===== src/rtl/stage2_page_table_builder_defines.svh =====
// Assertion macros shared by the page table builder RTL.
`ifndef STAGE2_PAGE_TABLE_BUILDER_DEFINES_SVH
`define STAGE2_PAGE_TABLE_BUILDER_DEFINES_SVH

// Same-cycle implication, checked outside reset.
`define S2PTB_ASSERT_NOW(label, pre, post) \
    label: assert property (@(posedge i_clk) disable iff (!i_rst_n) (pre) |-> (post)) \
        else $error("stage2_page_table_builder: same-cycle check failed");

// Next-cycle implication, checked outside reset.
`define S2PTB_ASSERT_NEXT(label, pre, post) \
    label: assert property (@(posedge i_clk) disable iff (!i_rst_n) (pre) |=> (post)) \
        else $error("stage2_page_table_builder: next-cycle check failed");

`endif


===== src/rtl/s2ptb_pkg.sv =====
// Types, constants and helpers shared by the page table builder modules.
`default_nettype none
package s2ptb_pkg;

    localparam int ROOT_ENTRIES  = 2048;
    localparam int TABLE_ENTRIES = 512;
    localparam int PPN_W         = 44;

    localparam logic [9:0]  LEAF_BITS  = 10'h0DF;
    localparam logic [21:0] STEP_NONE  = 22'h000000;
    localparam logic [21:0] STEP_PAGE  = 22'h001000;
    localparam logic [21:0] STEP_MEGA  = 22'h200000;
    localparam logic [3:0]  HGATP_MODE = 4'h8;

    localparam logic [1:0] ST_OK      = 2'd0;
    localparam logic [1:0] ST_L1_FULL = 2'd1;
    localparam logic [1:0] ST_L0_FULL = 2'd2;

    localparam logic MODE_READ = 1'b1;

    localparam logic [1:0] LVL_ROOT = 2'd0;
    localparam logic [1:0] LVL_L1   = 2'd1;
    localparam logic [1:0] LVL_L0   = 2'd2;

    localparam logic [1:0] CFG_ROOT_PPN = 2'd0;
    localparam logic [1:0] CFG_L1_POOL  = 2'd1;
    localparam logic [1:0] CFG_L0_POOL  = 2'd2;
    localparam logic [1:0] CFG_VMID     = 2'd3;

    typedef enum logic [2:0] {
        S_CLEAR,
        S_IDLE,
        S_RDW,
        S_ROOT,
        S_L1,
        S_SPLIT,
        S_LEAF,
        S_DONE
    } t_state;

    typedef struct packed {
        logic        is_read;
        logic        rem_zero;
        logic        mega;
        logic [40:0] addr;
        logic [1:0]  level;
        logic [2:0]  tbl;
        logic [10:0] ent;
    } t_cmd;

    typedef struct packed {
        logic [PPN_W-1:0] l1_pool;
        logic [PPN_W-1:0] l0_pool;
    } t_cfg;

    typedef struct packed {
        logic [21:0] step;
        logic [1:0]  status;
        logic [63:0] data;
    } t_res;

    // Pointer entry to the table at base + idx.
    function automatic logic [63:0] f_link(input logic [PPN_W-1:0] base,
                                           input logic [PPN_W-1:0] idx);
        logic [PPN_W-1:0] sum;
        sum = base + idx;
        return {10'b0, sum, 9'b0, 1'b1};
    endfunction

endpackage
`default_nettype wire


===== src/rtl/s2ptb_front.sv =====
// Front end: accepts input beats, classifies them and queues commands.
`default_nettype none
module s2ptb_front (
    input  wire logic             i_clk,
    input  wire logic             i_rst_n,
    input  wire logic             i_valid,
    output logic                  o_stall,
    input  wire logic             i_mode,
    input  wire logic [40:0]      i_guest_addr,
    input  wire logic [41:0]      i_remaining_bytes,
    input  wire logic             i_page_only,
    input  wire logic [1:0]       i_read_level,
    input  wire logic [2:0]       i_read_table,
    input  wire logic [10:0]      i_read_entry,
    input  wire logic             i_clearing,
    output logic                  o_cmd_valid,
    output s2ptb_pkg::t_cmd       o_cmd,
    input  wire logic             i_cmd_pop
);
    s2ptb_pkg::t_cmd r_q [2];
    s2ptb_pkg::t_cmd cmd;
    logic            r_wp, r_rp;
    logic [1:0]      r_cnt;
    logic            push;

    always_comb begin
        cmd.is_read  = (i_mode == s2ptb_pkg::MODE_READ);
        cmd.rem_zero = (i_remaining_bytes == '0);
        // Megapage only on a 2MB boundary with at least 2MB left.
        cmd.mega     = (i_guest_addr[20:0] == '0) && (i_remaining_bytes[41:21] != '0)
                       && !i_page_only;
        cmd.addr     = i_guest_addr;
        cmd.level    = i_read_level;
        cmd.tbl      = i_read_table;
        cmd.ent      = i_read_entry;
    end

    assign o_stall     = (r_cnt == 2'd2) || i_clearing;
    assign push        = i_valid && !o_stall;
    assign o_cmd_valid = (r_cnt != 2'd0);
    assign o_cmd       = r_q[r_rp];

    always_ff @(posedge i_clk) begin
        if (push) begin
            r_q[r_wp] <= cmd;
        end
    end

    always_ff @(posedge i_clk) begin
        if (!i_rst_n) begin
            r_wp  <= 1'b0;
            r_rp  <= 1'b0;
            r_cnt <= 2'd0;
        end else begin
            if (push) begin
                r_wp <= !r_wp;
            end
            if (i_cmd_pop) begin
                r_rp <= !r_rp;
            end
            r_cnt <= r_cnt + 2'(push) - 2'(i_cmd_pop);
        end
    end
endmodule
`default_nettype wire


===== config.mk =====
export PLATFORM = sky130hd
export DESIGN_NAME = s2ptb_front
export DESIGN_NICKNAME = d
export VERILOG_FILES = /design/src/rtl/stage2_page_table_builder_defines.svh /design/src/rtl/s2ptb_pkg.sv /design/src/rtl/s2ptb_front.sv
export SDC_FILE = /design/constraint.sdc
export NUM_CORES = 1
export LEC_CHECK = 0
export BUFFER_PORTS_ARGS = -buffer_cell sky130_fd_sc_hd__buf_2
export CORE_UTILIZATION = 49
export DETAILED_ROUTE_END_ITERATION = 10
export GPL_TIMING_DRIVEN = 0
export PLACE_DENSITY_LB_ADDON = 0.3
export SLEW_MARGIN = 15
export SYNTH_ARGS = -nofsm -noshare
export SYNTH_HDL_FRONTEND = slang
export SYNTH_SLANG_ARGS = --single-unit

===== constraint.sdc =====
create_clock -name i_clk -period 4.7 [get_ports i_clk]
set_clock_uncertainty 0.15 [all_clocks]
set_input_delay 0.705 -clock i_clk [delete_from_list [all_inputs] [get_ports i_clk]]
set_output_delay 0.705 -clock i_clk [all_outputs]
set_load 0.05 [all_outputs]

# ---- Yosys cells after proc, flatten, opt, wreduce, memory -nomap -nowiden
# Memories as Yosys holds them, arrays and structs flattened. A register that Yosys moved wholly into a read port is not among the register bits.
# Cells that the tools add are included.
dict set report word_totals {
  ff_bits 4
  ram_bits 120
  word_cells 23
  memories 1
}
# name depth width rd rd_clocked_by_memory_dff write_ports line
set memory_table {}
lappend memory_table {r_q 2 60 1 1 1 s2ptb_front.sv:20} ;# s2ptb_pkg::t_cmd r_q [2];
dict set report classes {
  n_addsub 2
  eq_ne 1
  mux 4
  n_reduce_logical 12
}
# cell n
set op_table {}
lappend op_table {{42-bit zero test} 1}
lappend op_table {{21-bit zero test} 1}
lappend op_table {{21-bit nonzero test} 1}
lappend op_table {{1-bit zero test} 4}
lappend op_table {{1-bit two-way mux} 4}
lappend op_table {{1-bit logical AND} 3}
lappend op_table {{2-bit by 1-bit adder with 2-bit output} 1}
lappend op_table {{2-bit equality test, second input constant} 1}
lappend op_table {{2-bit nonzero test} 1}
lappend op_table {{2-bit by 1-bit subtractor with 2-bit output} 1}
lappend op_table {{1-bit logical OR} 1}

# ---- Depth between registers and ports, before layout
# Gate-level depths: netlist of the first run.
dict set report depth {
  depth_word 6
  mapped_depth 8
}

# ---- Least setup slack after synthesis of the first run
# Ideal clock, no wire load.
dict set report synth_path {
  kind {input port to flip-flop}
  start {input port i_valid}
  end {memory r_q[1][0] (netlist bit) (enable)}
  setup_time_ps 478
  arrival_ps 3650
  required_time_ps 4072
  path_slack_ps 422
  stages 3
  path_buffers 0
  cell_sequence {inv_1 or3_1 nor2_1}
}
dict set report synth_via {
  elab_chain_cells 3
}
# element line
set synth_lines {}
lappend synth_lines {{from (decl)} s2ptb_front.sv:6} ;# input wire logic i_valid,
lappend synth_lines {{1-bit logical AND} s2ptb_front.sv:39} ;# assign push = i_valid && !o_stall;
lappend synth_lines {{1-bit two-way mux} s2ptb_front.sv:44} ;# if (push) begin
lappend synth_lines {{1-bit two-way mux (implied by the code)} s2ptb_front.sv:45} ;# r_q[r_wp] <= cmd;
lappend synth_lines {{to (decl)} s2ptb_front.sv:20}
# No other way between the ends.

==> impl_metrics.env, run 1 <==
export IMPL_synth_seq_cells=125
export IMPL_clock_root_buffer="clkbuf_8"
export IMPL_total_power_mw=2.87
export IMPL_grt_pass1_vias=2837
export IMPL_gp_congestion=0.784
export IMPL_start_kind="register"
export IMPL_hold_path_class="input pin to register"
export IMPL_instances_no_fill=569
export IMPL_min_period_ns=2.87
export IMPL_hold_violations=0
export IMPL_setup_ws_ns=1.83
export IMPL_fill_cells=728
export IMPL_synth_area_leaders="edfxtp_1, mux2_2, dfxtp_1"
export IMPL_netlist_area_leader_share_pct=76.5
export IMPL_detail_route_iter0_violations=76
export IMPL_drc=0
export IMPL_die_w_um=100
export IMPL_path_delay_family="buffers and inverters"
export IMPL_avgRoutedWirePerCell_um=15.8
export IMPL_holdBufCountCts=0
export IMPL_dp_cells=538
export IMPL_area_delta_synth_final_pct=33.4
export IMPL_rrSetupSlack_ns=2.58
export IMPL_routed_wl_um=9010
export IMPL_top_signal_layer_used="met4"
export IMPL_wl_met2_um=4650
export IMPL_yosysSeqAreaShare_pct=78.7
export IMPL_synth_top_area_cell="edfxtp_1"
export IMPL_postCtsSetupBuffers=0
export IMPL_numCtsBuffers=17
export IMPL_htree_levels=4
export IMPL_path_max_fanout=10
export IMPL_synth_yosys_warnings=0
export IMPL_start_util_pct=50.7
export IMPL_dp_hpwl_um=6230
export IMPL_rows=35
export IMPL_finalCritPeriodShare_pct=61.1
export IMPL_synth_area_mm2=0.00471
export IMPL_port_buffer_count=167
export IMPL_dp_slack_ns=2.14
export IMPL_num_vias=2810
export IMPL_path_common_cell="buf_2"
export IMPL_clk_path_buf_depth=2
export IMPL_rsz0062_at_grt="no"
export IMPL_cts_tree="done"
export IMPL_path_cells="clkbuf_1, buf_2, mux2_2, buf_2"
export IMPL_drv_slew=0
export IMPL_end_kind="output port"
export IMPL_tightest_slew_ns=0.672
export IMPL_postSynthCellCount=239
export IMPL_max_cap_violations=0
export IMPL_arrival_ns=2.02
export IMPL_clock_fmax_mhz=348
export IMPL_drive_above_1_share_pct=61.1
export IMPL_p_leak_nw=2.43
export IMPL_via_per_inst=4.94
export IMPL_critPathMaxStageDelay_ns=0.38
export IMPL_required_ns=3.85
export IMPL_holdWs_ns=0.236
export IMPL_antenna_found_initial=0
export IMPL_grt_usage_pct=18.4
export IMPL_grt_pass1_wl_um=13400
export IMPL_grt_start_max_net_pins=39
export IMPL_syn_num_nets=347
export IMPL_multi_input_area_um2=960
export IMPL_synth_cell_types=25
export IMPL_ios=168
export IMPL_clk_pin_slew_ns=0.06
export IMPL_diodes=0
export IMPL_critPathBufInv=3
export IMPL_finish_utilization_pct=67.6
export IMPL_firstDrtPassIters=4
export IMPL_overflow=0
export IMPL_cts_sinks=125
export IMPL_avgSynthCellArea_um2=19.7
export IMPL_setup_violations_final=0
export IMPL_status="complete, no violations"
export IMPL_crit_type="register to output port"
export IMPL_ir_worst_vdd_uv=227
export IMPL_power_density_mw_per_mm2=457
export IMPL_ant_nets=0
export IMPL_layout_nets=536
export IMPL_core_area_mm2=0.00928
export IMPL_slew_headroom_pct=54.8
export IMPL_die_area_mm2=0.0100
export IMPL_m1WireLength_um=3650
export IMPL_clk_latency_ns=0.51
export IMPL_wl_met3_um=601
export IMPL_die_h_um=100
export IMPL_seq_area_mm2=0.00370
export IMPL_crit_slowest_cell="mux2_2"
export IMPL_postCtsResizedCells=0
-- area by class of cell --
| class | count | share of cell area [%] |
|---|---|---|
| Sequential cell | 125 | 59.0 |
| Multi-Input combinational cell | 102 | 15.3 |
| Timing Repair Buffer | 170 | 14.4 |
| Clock buffer | 19 | 6.71 |
| Tap cell | 129 | 2.57 |
| Clock inverter | 12 | 1.20 |
| Buffer | 7 | 0.538 |
| Inverter | 5 | 0.339 |
-- metal layers --
layer  vias up  global-route usage, %
met5         -                      0
met4         0                   8.03
met3        10                   6.41
met2       127                   32.0
met1      1343                   20.5
li1       1330                      -
-- Yosys cell counts (all sizes together) --
| master | instances |
|---|---|
| a21oi | 1 |
| and2 | 1 |
| and4 | 1 |
| buf | 6 |
| clkbuf | 1 |
| dfxtp | 5 |
| edfxtp | 120 |
| ha | 2 |
| inv | 5 |
| mux2 | 60 |
| nand2 | 2 |
| nand4 | 2 |
| nor2 | 6 |
| nor2b | 1 |
| nor3 | 3 |
| nor4 | 13 |
| o211a | 1 |
| o31ai | 1 |
| or2 | 2 |
| or3 | 1 |
| or4 | 2 |
| xnor2 | 2 |
| xor2 | 1 |
-- power by group --
group / switching, mW / internal [mW] / total (mW)
Clock: 0.448 / 0.636 / 1.08
Combinational: 0.335 / 0.150 / 0.484
Sequential: 0.0144 / 1.29 / 1.30
Total: 0.797 / 2.08 / 2.87
-- registers in the layout (all words and copies together) (netlist names), named ones only --
| signal | cells |
|---|---|
| r_q | 120 |
| r_wp | 1 |
| r_rp | 1 |
| r_cnt | 2 |
-- worst reg2reg max path: stages (launching register included) --
cell and delay (ns):
dfxtp_1 0.32, nor2b_1 0.16, or3_1 0.37, nor2_4 0.51, buf_12 0.28
-- per-stage QoR --
step	setup TNS, ns	area, µm²
after detailed placement	0	5780
after CTS	0	6280
after global placement	-64.92	5710
final	0	6280
after floorplan	0	4710
after global routing	0	6280
-- path summary, 6_finish.rpt --
| check | startpoint | end | cells past startpoint |
|---|---|---|---|
| setup / recovery | register | o_cmd[31] | 4 |
| hold / removal | i_read_entry[7] | r_q[1][7]$_DFFE_PP_ | 1 |
| setup reg to reg | r_cnt[1]$_SDFF_PN0_ | r_q[1][47]$_DFFE_PP_ | 4 |
| hold reg to reg | r_wp$_SDFFE_PN0P_ | r_wp$_SDFFE_PN0P_ | 2 |
-- cells by family after synthesis --
group	after synthesis	share of synthesized area (%)
AOI/OAI and AO/OA	3	0.478
xor gates and xnor gates	3	0.558
adders and majority gates	2	0.531
buffers and inverters	12	1.12
DFF	125	78.7
muxes	60	14.4
and+or+nand+nor	34	4.31
-- cell usage in the layout (no fill, tap or decap), types with 2 or more instances in the layout --
cell and instances:
buf_2 173, edfxtp_1 120, mux2_2 60, clkbuf_16 16, nor4_1 13, nor2_1 5
dfxtp_1 5, inv_1 4, clkinvlp_4 4, clkinv_2 4, clkbuf_1 3, or2_2 2
nand2_1 2, nor3_1 2, nand4_1 2, xnor2_1 2, ha_1 2, clkinv_1 2
buf_12 2
No activity file was read; power rests on OpenSTA's default activity.
==> run 2, diff against run 1 <==
Settings changed: CORE_UTILIZATION 49 to 44.
Clock period 4.7 ns to 2.6 ns, I/O delays scaled along.
==> run 2 against run 1 <==
Non-clock buffer count rose by 58. Routed wire length rose by 17%. Design area rose by 10%. Critical path depth fell by 1. Setup slack got worse by 1.6 ns. Die area rose by 11%. Largest cell class unchanged. Core utilization fell by 1.0 points. Worst hold slack got worse by 0.20 ns.
==> impl_metrics.env, run 2 (synthesis results as in run 1) <==
export IMPL_status="complete, no violations"
export IMPL_clock_root_buffer="clkbuf_8"
export IMPL_tns_ns=0
export IMPL_start_kind="register"
export IMPL_path_cells="buf_2, mux2_2, buf_2"
export IMPL_clk_pin_slew_ns=0.06
export IMPL_core_area_mm2=0.0104
export IMPL_end_kind="output port"
export IMPL_ios=168
export IMPL_hold_violations=0
export IMPL_dp_hpwl_um=6890
export IMPL_placed_area_mm2=0.00579
export IMPL_numCtsBuffers=17
export IMPL_r2r_start="r_cnt[1]$_SDFF_PN0_"
export IMPL_dp_cells=545
export IMPL_largest_register="r_q"
export IMPL_antenna_found_initial=1
export IMPL_path_max_fanout=10
export IMPL_r2r_cells=4
export IMPL_via_per_inst=4.87
export IMPL_path_common_cell="buf_2"
export IMPL_drc=0
export IMPL_required_ns=2.06
export IMPL_p_leak_nw=2.69
export IMPL_drv_slew=0
export IMPL_instances_no_fill=633
export IMPL_max_cap_violations=0
export IMPL_die_h_um=105
export IMPL_critPathMaxStageDelay_ns=0.47
export IMPL_routed_wl_um=10600
export IMPL_avgRoutedWirePerCell_um=16.7
export IMPL_firstDrtPassIters=4
export IMPL_die_area_mm2=0.0111
export IMPL_rrSetupSlack_ns=0.39
export IMPL_tightest_slew_ns=0.647
export IMPL_layout_nets=594
export IMPL_ant_nets=0
export IMPL_rsz0062_at_grt="no"
export IMPL_num_vias=3080
export IMPL_cts_tree="done"
export IMPL_final_area_mm2=0.00691
export IMPL_grt_usage_pct=20.1
export IMPL_start_util_pct=45.4
export IMPL_crit_end="o_cmd[48]"
export IMPL_reg2reg_to="r_q[0][35]$_DFFE_PP_"
export IMPL_grt_pass1_vias=3325
export IMPL_layout_common_cells="buf_2, edfxtp_1, mux2_2"
export IMPL_htree_levels=4
export IMPL_finalCritPeriodShare_pct=92.7
export IMPL_power_density_mw_per_mm2=785
export IMPL_largest_reg_flops=120
export IMPL_detail_route_iter0_violations=108
export IMPL_reg_top3="r_q x120, r_cnt x2"
export IMPL_port_buffer_count=167
export IMPL_overflow=0
export IMPL_hold_path_class="input pin to register"
export IMPL_drive_above_1_share_pct=53.8
export IMPL_min_period_ns=2.41
export IMPL_die_w_um=105
export IMPL_clk_latency_ns=0.50
export IMPL_clock_fmax_mhz=415
export IMPL_crit_type="register to output port"
export IMPL_final_common_cell="buf_2"
export IMPL_arrival_ns=1.87
export IMPL_setup_violations_final=0
export IMPL_grt_start_max_net_pins=35
export IMPL_slew_headroom_pct=56.8
export IMPL_gp_congestion=0.927
export IMPL_rows=37
export IMPL_clk_path_buf_depth=2
export IMPL_area_delta_synth_final_pct=46.7
export IMPL_grt_pass1_wl_um=16300
export IMPL_ir_worst_vdd_uv=522
export IMPL_cts_sinks=125
export IMPL_postCtsSetupBuffers=0
export IMPL_crit_slowest_cell="dfxtp_1"
==> run 2: changes by cell type in the layout (fill, tap and decap cells not counted) <==
| cell | delta |
|---|---|
| dlygate4sd3_1 | +59 |
| inv_4 | -1 |
| buf_4 | +1 |
| clkbuf_1 | -2 |
| inv_6 | -1 |
| diode_2 | +1 |
| bufinv_16 | +2 |
| clkinv_1 | +1 |
| clkinvlp_4 | -2 |
| clkinv_4 | -1 |
| clkinv_2 | +1 |
| buf_2 | -1 |
==> run 2: per-stage QoR <==
step	util, %	total power, mW	setup WS (ns)	hold WS [ns]
finish	66.6	5.42	0.189	0.0403
detailed placement	55.9	3.29	0.215	0.332
CTS	66.6	5.46	0.113	0.0238
global placement	55.2	3.26	-0.317	0.315
global route	66.6	5.61	0.0588	0.0331
floorplan	-	3.03	0.284	0.306
==> run 2: timing repair <==
action | 4_1_cts | 5_1_grt
endpoints found under the setup margin | 26 | 0
hold buffers | 59 | 0
resized for setup | 1 | 0
endpoints found under the hold margin | 117 | 0
==> run 2: worst max-delay path, delay by kind of cell, from the launching register on <==
kind | cells | cell delay [ns]
buffers and inverters | 2 | 0.54
multiplexers | 1 | 0.37
flip-flops | 1 | 0.47
==> run 2: worst min-delay path by stage <==
stage | slack [ns] | endpoint | startpoint | cells past startpoint
finish | 0.04 | r_rp$_SDFFE_PN0P_ | i_cmd_pop | 3
global route | 0.03 | r_rp$_SDFFE_PN0P_ | i_cmd_pop | 3
CTS | 0.02 | r_rp$_SDFFE_PN0P_ | i_cmd_pop | 3
detailed placement | 0.33 | r_wp$_SDFFE_PN0P_ | r_wp$_SDFFE_PN0P_ | 2
global placement | 0.32 | r_wp$_SDFFE_PN0P_ | r_wp$_SDFFE_PN0P_ | 2
floorplan | 0.31 | r_wp$_SDFFE_PN0P_ | r_wp$_SDFFE_PN0P_ | 2
==> run 2: cell type report <==
class	count	area, µm²
diodes	1	2.50
plain buffers	6	32.5
clock buffers	18	418
clock inverters	11	104
fillers	770	3460
inverters	5	22.5
multi-input cells	102	960
flip-flops and latches	125	3700
well taps	136	170
repair buffers	229	1490
==> run 2: metal layers <==
| layer | up-vias | routed length [µm] | track usage [%] |
|---|---|---|---|
| met3 | 20 | 701 | 5.81 |
| met2 | 150 | 5630 | 37.1 |
| li1 | 1448 | - | - |
| met5 | - | 0 | 0 |
| met4 | 0 | 260 | 9.66 |
| met1 | 1462 | 4000 | 20.8 |
==> run 2: report_power, final <==
group          switching, mW  leakage, nW  internal [mW]
registers             0.0293         1.14           2.33
logic                  0.622         1.29          0.329
clock network          0.782        0.258           1.32
total                   1.43         2.69           3.99
==> run 3, diff against run 2 <==
Settings changed: CORE_ASPECT_RATIO set to 0.8.
==> run 3 against run 2 <==
Flip-flop and latch count stayed put. Via count is 7.6% lower. Register-to-register slack better by 0.08 ns. Critical path depth is 1 higher. Critical endpoint is now o_cmd[42]. Setup slack better by 0.0040 ns. Sequential power hardly changed. Maximum frequency is 0.17% higher. Non-clock buffer count is 51 lower.
==> impl_metrics.env, run 3 (synthesis results as in run 1) <==
export IMPL_r2r_cells=5
export IMPL_swShare_pct=25.5
export IMPL_rsz0062_at_grt="no"
export IMPL_end_kind="output port"
export IMPL_firstDrtPassIters=4
export IMPL_cts_tree="done"
export IMPL_grt_usage_pct=17.3
export IMPL_final_common_cell="buf_2"
export IMPL_gp_congestion=0.747
export IMPL_overflow=0
export IMPL_status="complete, no violations"
export IMPL_hold_start="i_guest_addr[36]"
export IMPL_pwr_share_comb_pct=15.8
export IMPL_num_vias=2845
export IMPL_critPathMaxStageDelay_ns=0.39
export IMPL_grt_pass1_vias=2777
export IMPL_path_common_cell="buf_2"
export IMPL_clk_pin_slew_ns=0.05
export IMPL_ios=168
export IMPL_start_util_pct=45.6
export IMPL_via_per_inst=4.84
export IMPL_slew_headroom_pct=70.9
export IMPL_antenna_found_initial=0
export IMPL_largest_register="r_q"
export IMPL_hold_path_class="input pin to register"
export IMPL_detail_route_iter0_violations=88
export IMPL_dp_hpwl_um=6590
export IMPL_grt_start_max_net_pins=28
export IMPL_drv_slew=0
export IMPL_min_period_ns=2.41
export IMPL_crit_type="register to output port"
export IMPL_setup_violations_final=0
export IMPL_area_delta_synth_final_pct=37.5
export IMPL_hold_violations=0
export IMPL_arrival_ns=1.87
export IMPL_clk_latency_ns=0.40
export IMPL_final_area_mm2=0.00647
export IMPL_drive_above_1_share_pct=60.5
export IMPL_core_area_mm2=0.0103
export IMPL_total_power_mw=5.64
export IMPL_path_max_fanout=10
export IMPL_placed_area_mm2=0.00581
export IMPL_largest_reg_flops=120
export IMPL_power_density_mw_per_mm2=871
export IMPL_seq_power_share_pct=41.8
export IMPL_max_cap_violations=0
export IMPL_path_cells="clkbuf_1, buf_2, mux2_2, buf_2"
export IMPL_diodes=0
export IMPL_holdWs_ns=0.0163
export IMPL_htree_levels=4
export IMPL_clock_fmax_mhz=415
export IMPL_reg2reg_to="r_q[1][38]$_DFFE_PP_"
export IMPL_p_leak_nw=2.51
export IMPL_finish_utilization_pct=62.7
export IMPL_r2r_start="r_cnt[1]$_SDFF_PN0_"
export IMPL_drc=0
export IMPL_die_w_um=118
export IMPL_grt_pass1_wl_um=13800
export IMPL_setup_ws_ns=0.193
export IMPL_dp_slack_ns=0.323
export IMPL_tightest_slew_ns=0.432
export IMPL_cts_sinks=125
export IMPL_numCtsBuffers=17
export IMPL_crit_end="o_cmd[42]"
export IMPL_die_h_um=94.5
export IMPL_start_kind="register"
export IMPL_layout_nets=543
export IMPL_required_ns=2.06
export IMPL_rrSetupSlack_ns=0.47
export IMPL_routed_wl_um=9240
export IMPL_ant_nets=0
export IMPL_clk_path_buf_depth=2
export IMPL_crit_slowest_cell="mux2_2"
export IMPL_fill_cells=770
export IMPL_netSwitchingPower_mw=1.44
export IMPL_finalCritPeriodShare_pct=92.6
export IMPL_layout_common_cells="buf_2, edfxtp_1, mux2_2"
export IMPL_reg_top3="r_q x120, r_cnt x2"
export IMPL_clock_root_buffer="clkbuf_16"
export IMPL_avgRoutedWirePerCell_um=15.7
export IMPL_p_int_mw=4.20
export IMPL_clock_power_share_pct=42.3
export IMPL_die_area_mm2=0.0111
export IMPL_port_buffer_count=167
export IMPL_rows=33
export IMPL_ir_worst_vdd_uv=567
[run 3: changes by cell type in the layout (fill, tap and decap cells not counted), sizes merged]
| cell | before | now |
|---|---|---|
| dlygate4sd3 | 59 | 6 |
| bufinv | 2 | 4 |
| buf | 176 | 177 |
| clkbuf | 18 | 19 |
| clkinvlp | 2 | 3 |
| diode | 1 | 0 |
[run 3: metal layers]
metal | part of all wire [%] | global-route usage, % | vias up
li1 | - | - | 1346
met1 | 39 | 18.9 | 1354
met2 | 51 | 29.6 | 134
met3 | 7.3 | 7.00 | 11
met4 | 1.8 | 9.08 | 0
met5 | 0 | 0 | -
[run 3: final cells by class]
type                            instances  area (µm²)  area share [%]
Clock buffer                           18         429            6.63
Inverter                                5        22.5           0.348
Tap cell                              140         175            2.71
Timing Repair Buffer                  177         976            15.1
Sequential cell                       125        3700            57.2
Multi-Input combinational cell        102         960            14.8
Clock inverter                         14         175            2.71
Buffer                                  7        33.8           0.522
[run 3: critical path: cells and delay by family, from the launching register on]
kind                   cells  cell delay, ns
flip-flops                 1            0.30
multiplexers               1            0.39
buffers and inverters      3            0.76
[run 3: timing repair]
action | CTS | global route
resized for setup | 0 | 0
hold buffers | 0 | 6
hold endpoints to repair | 0 | 11
buffers inserted | 0 | 0
[run 3: through the flow]
stage	TNS, ns	std cells
2_1_floorplan	0	239
3_3_place_gp	-22.06	546
3_5_place_dp	0	550
4_1_cts	0	582
5_1_grt	0	588
6_report	0	588
[run 3: power by group through the flow]
stage	Sequential, mW	Combinational, mW	Clock (mW)
floorplan	2.39	0.635	0
global placement	2.40	0.861	0
detailed placement	2.40	0.892	0
CTS	2.36	0.895	2.42
global route	2.37	0.944	2.50
finish	2.36	0.892	2.39
[run 3: worst min-delay path by stage]
stage	to	cells past startpoint
after floorplan	r_wp$_SDFFE_PN0P_	2
after global placement	r_wp$_SDFFE_PN0P_	2
after detailed placement	r_wp$_SDFFE_PN0P_	2
after CTS	r_q[1][49]$_DFFE_PP_	1
after global routing	r_q[1][8]$_DFFE_PP_	1
final	r_q[0][52]$_DFFE_PP_	1
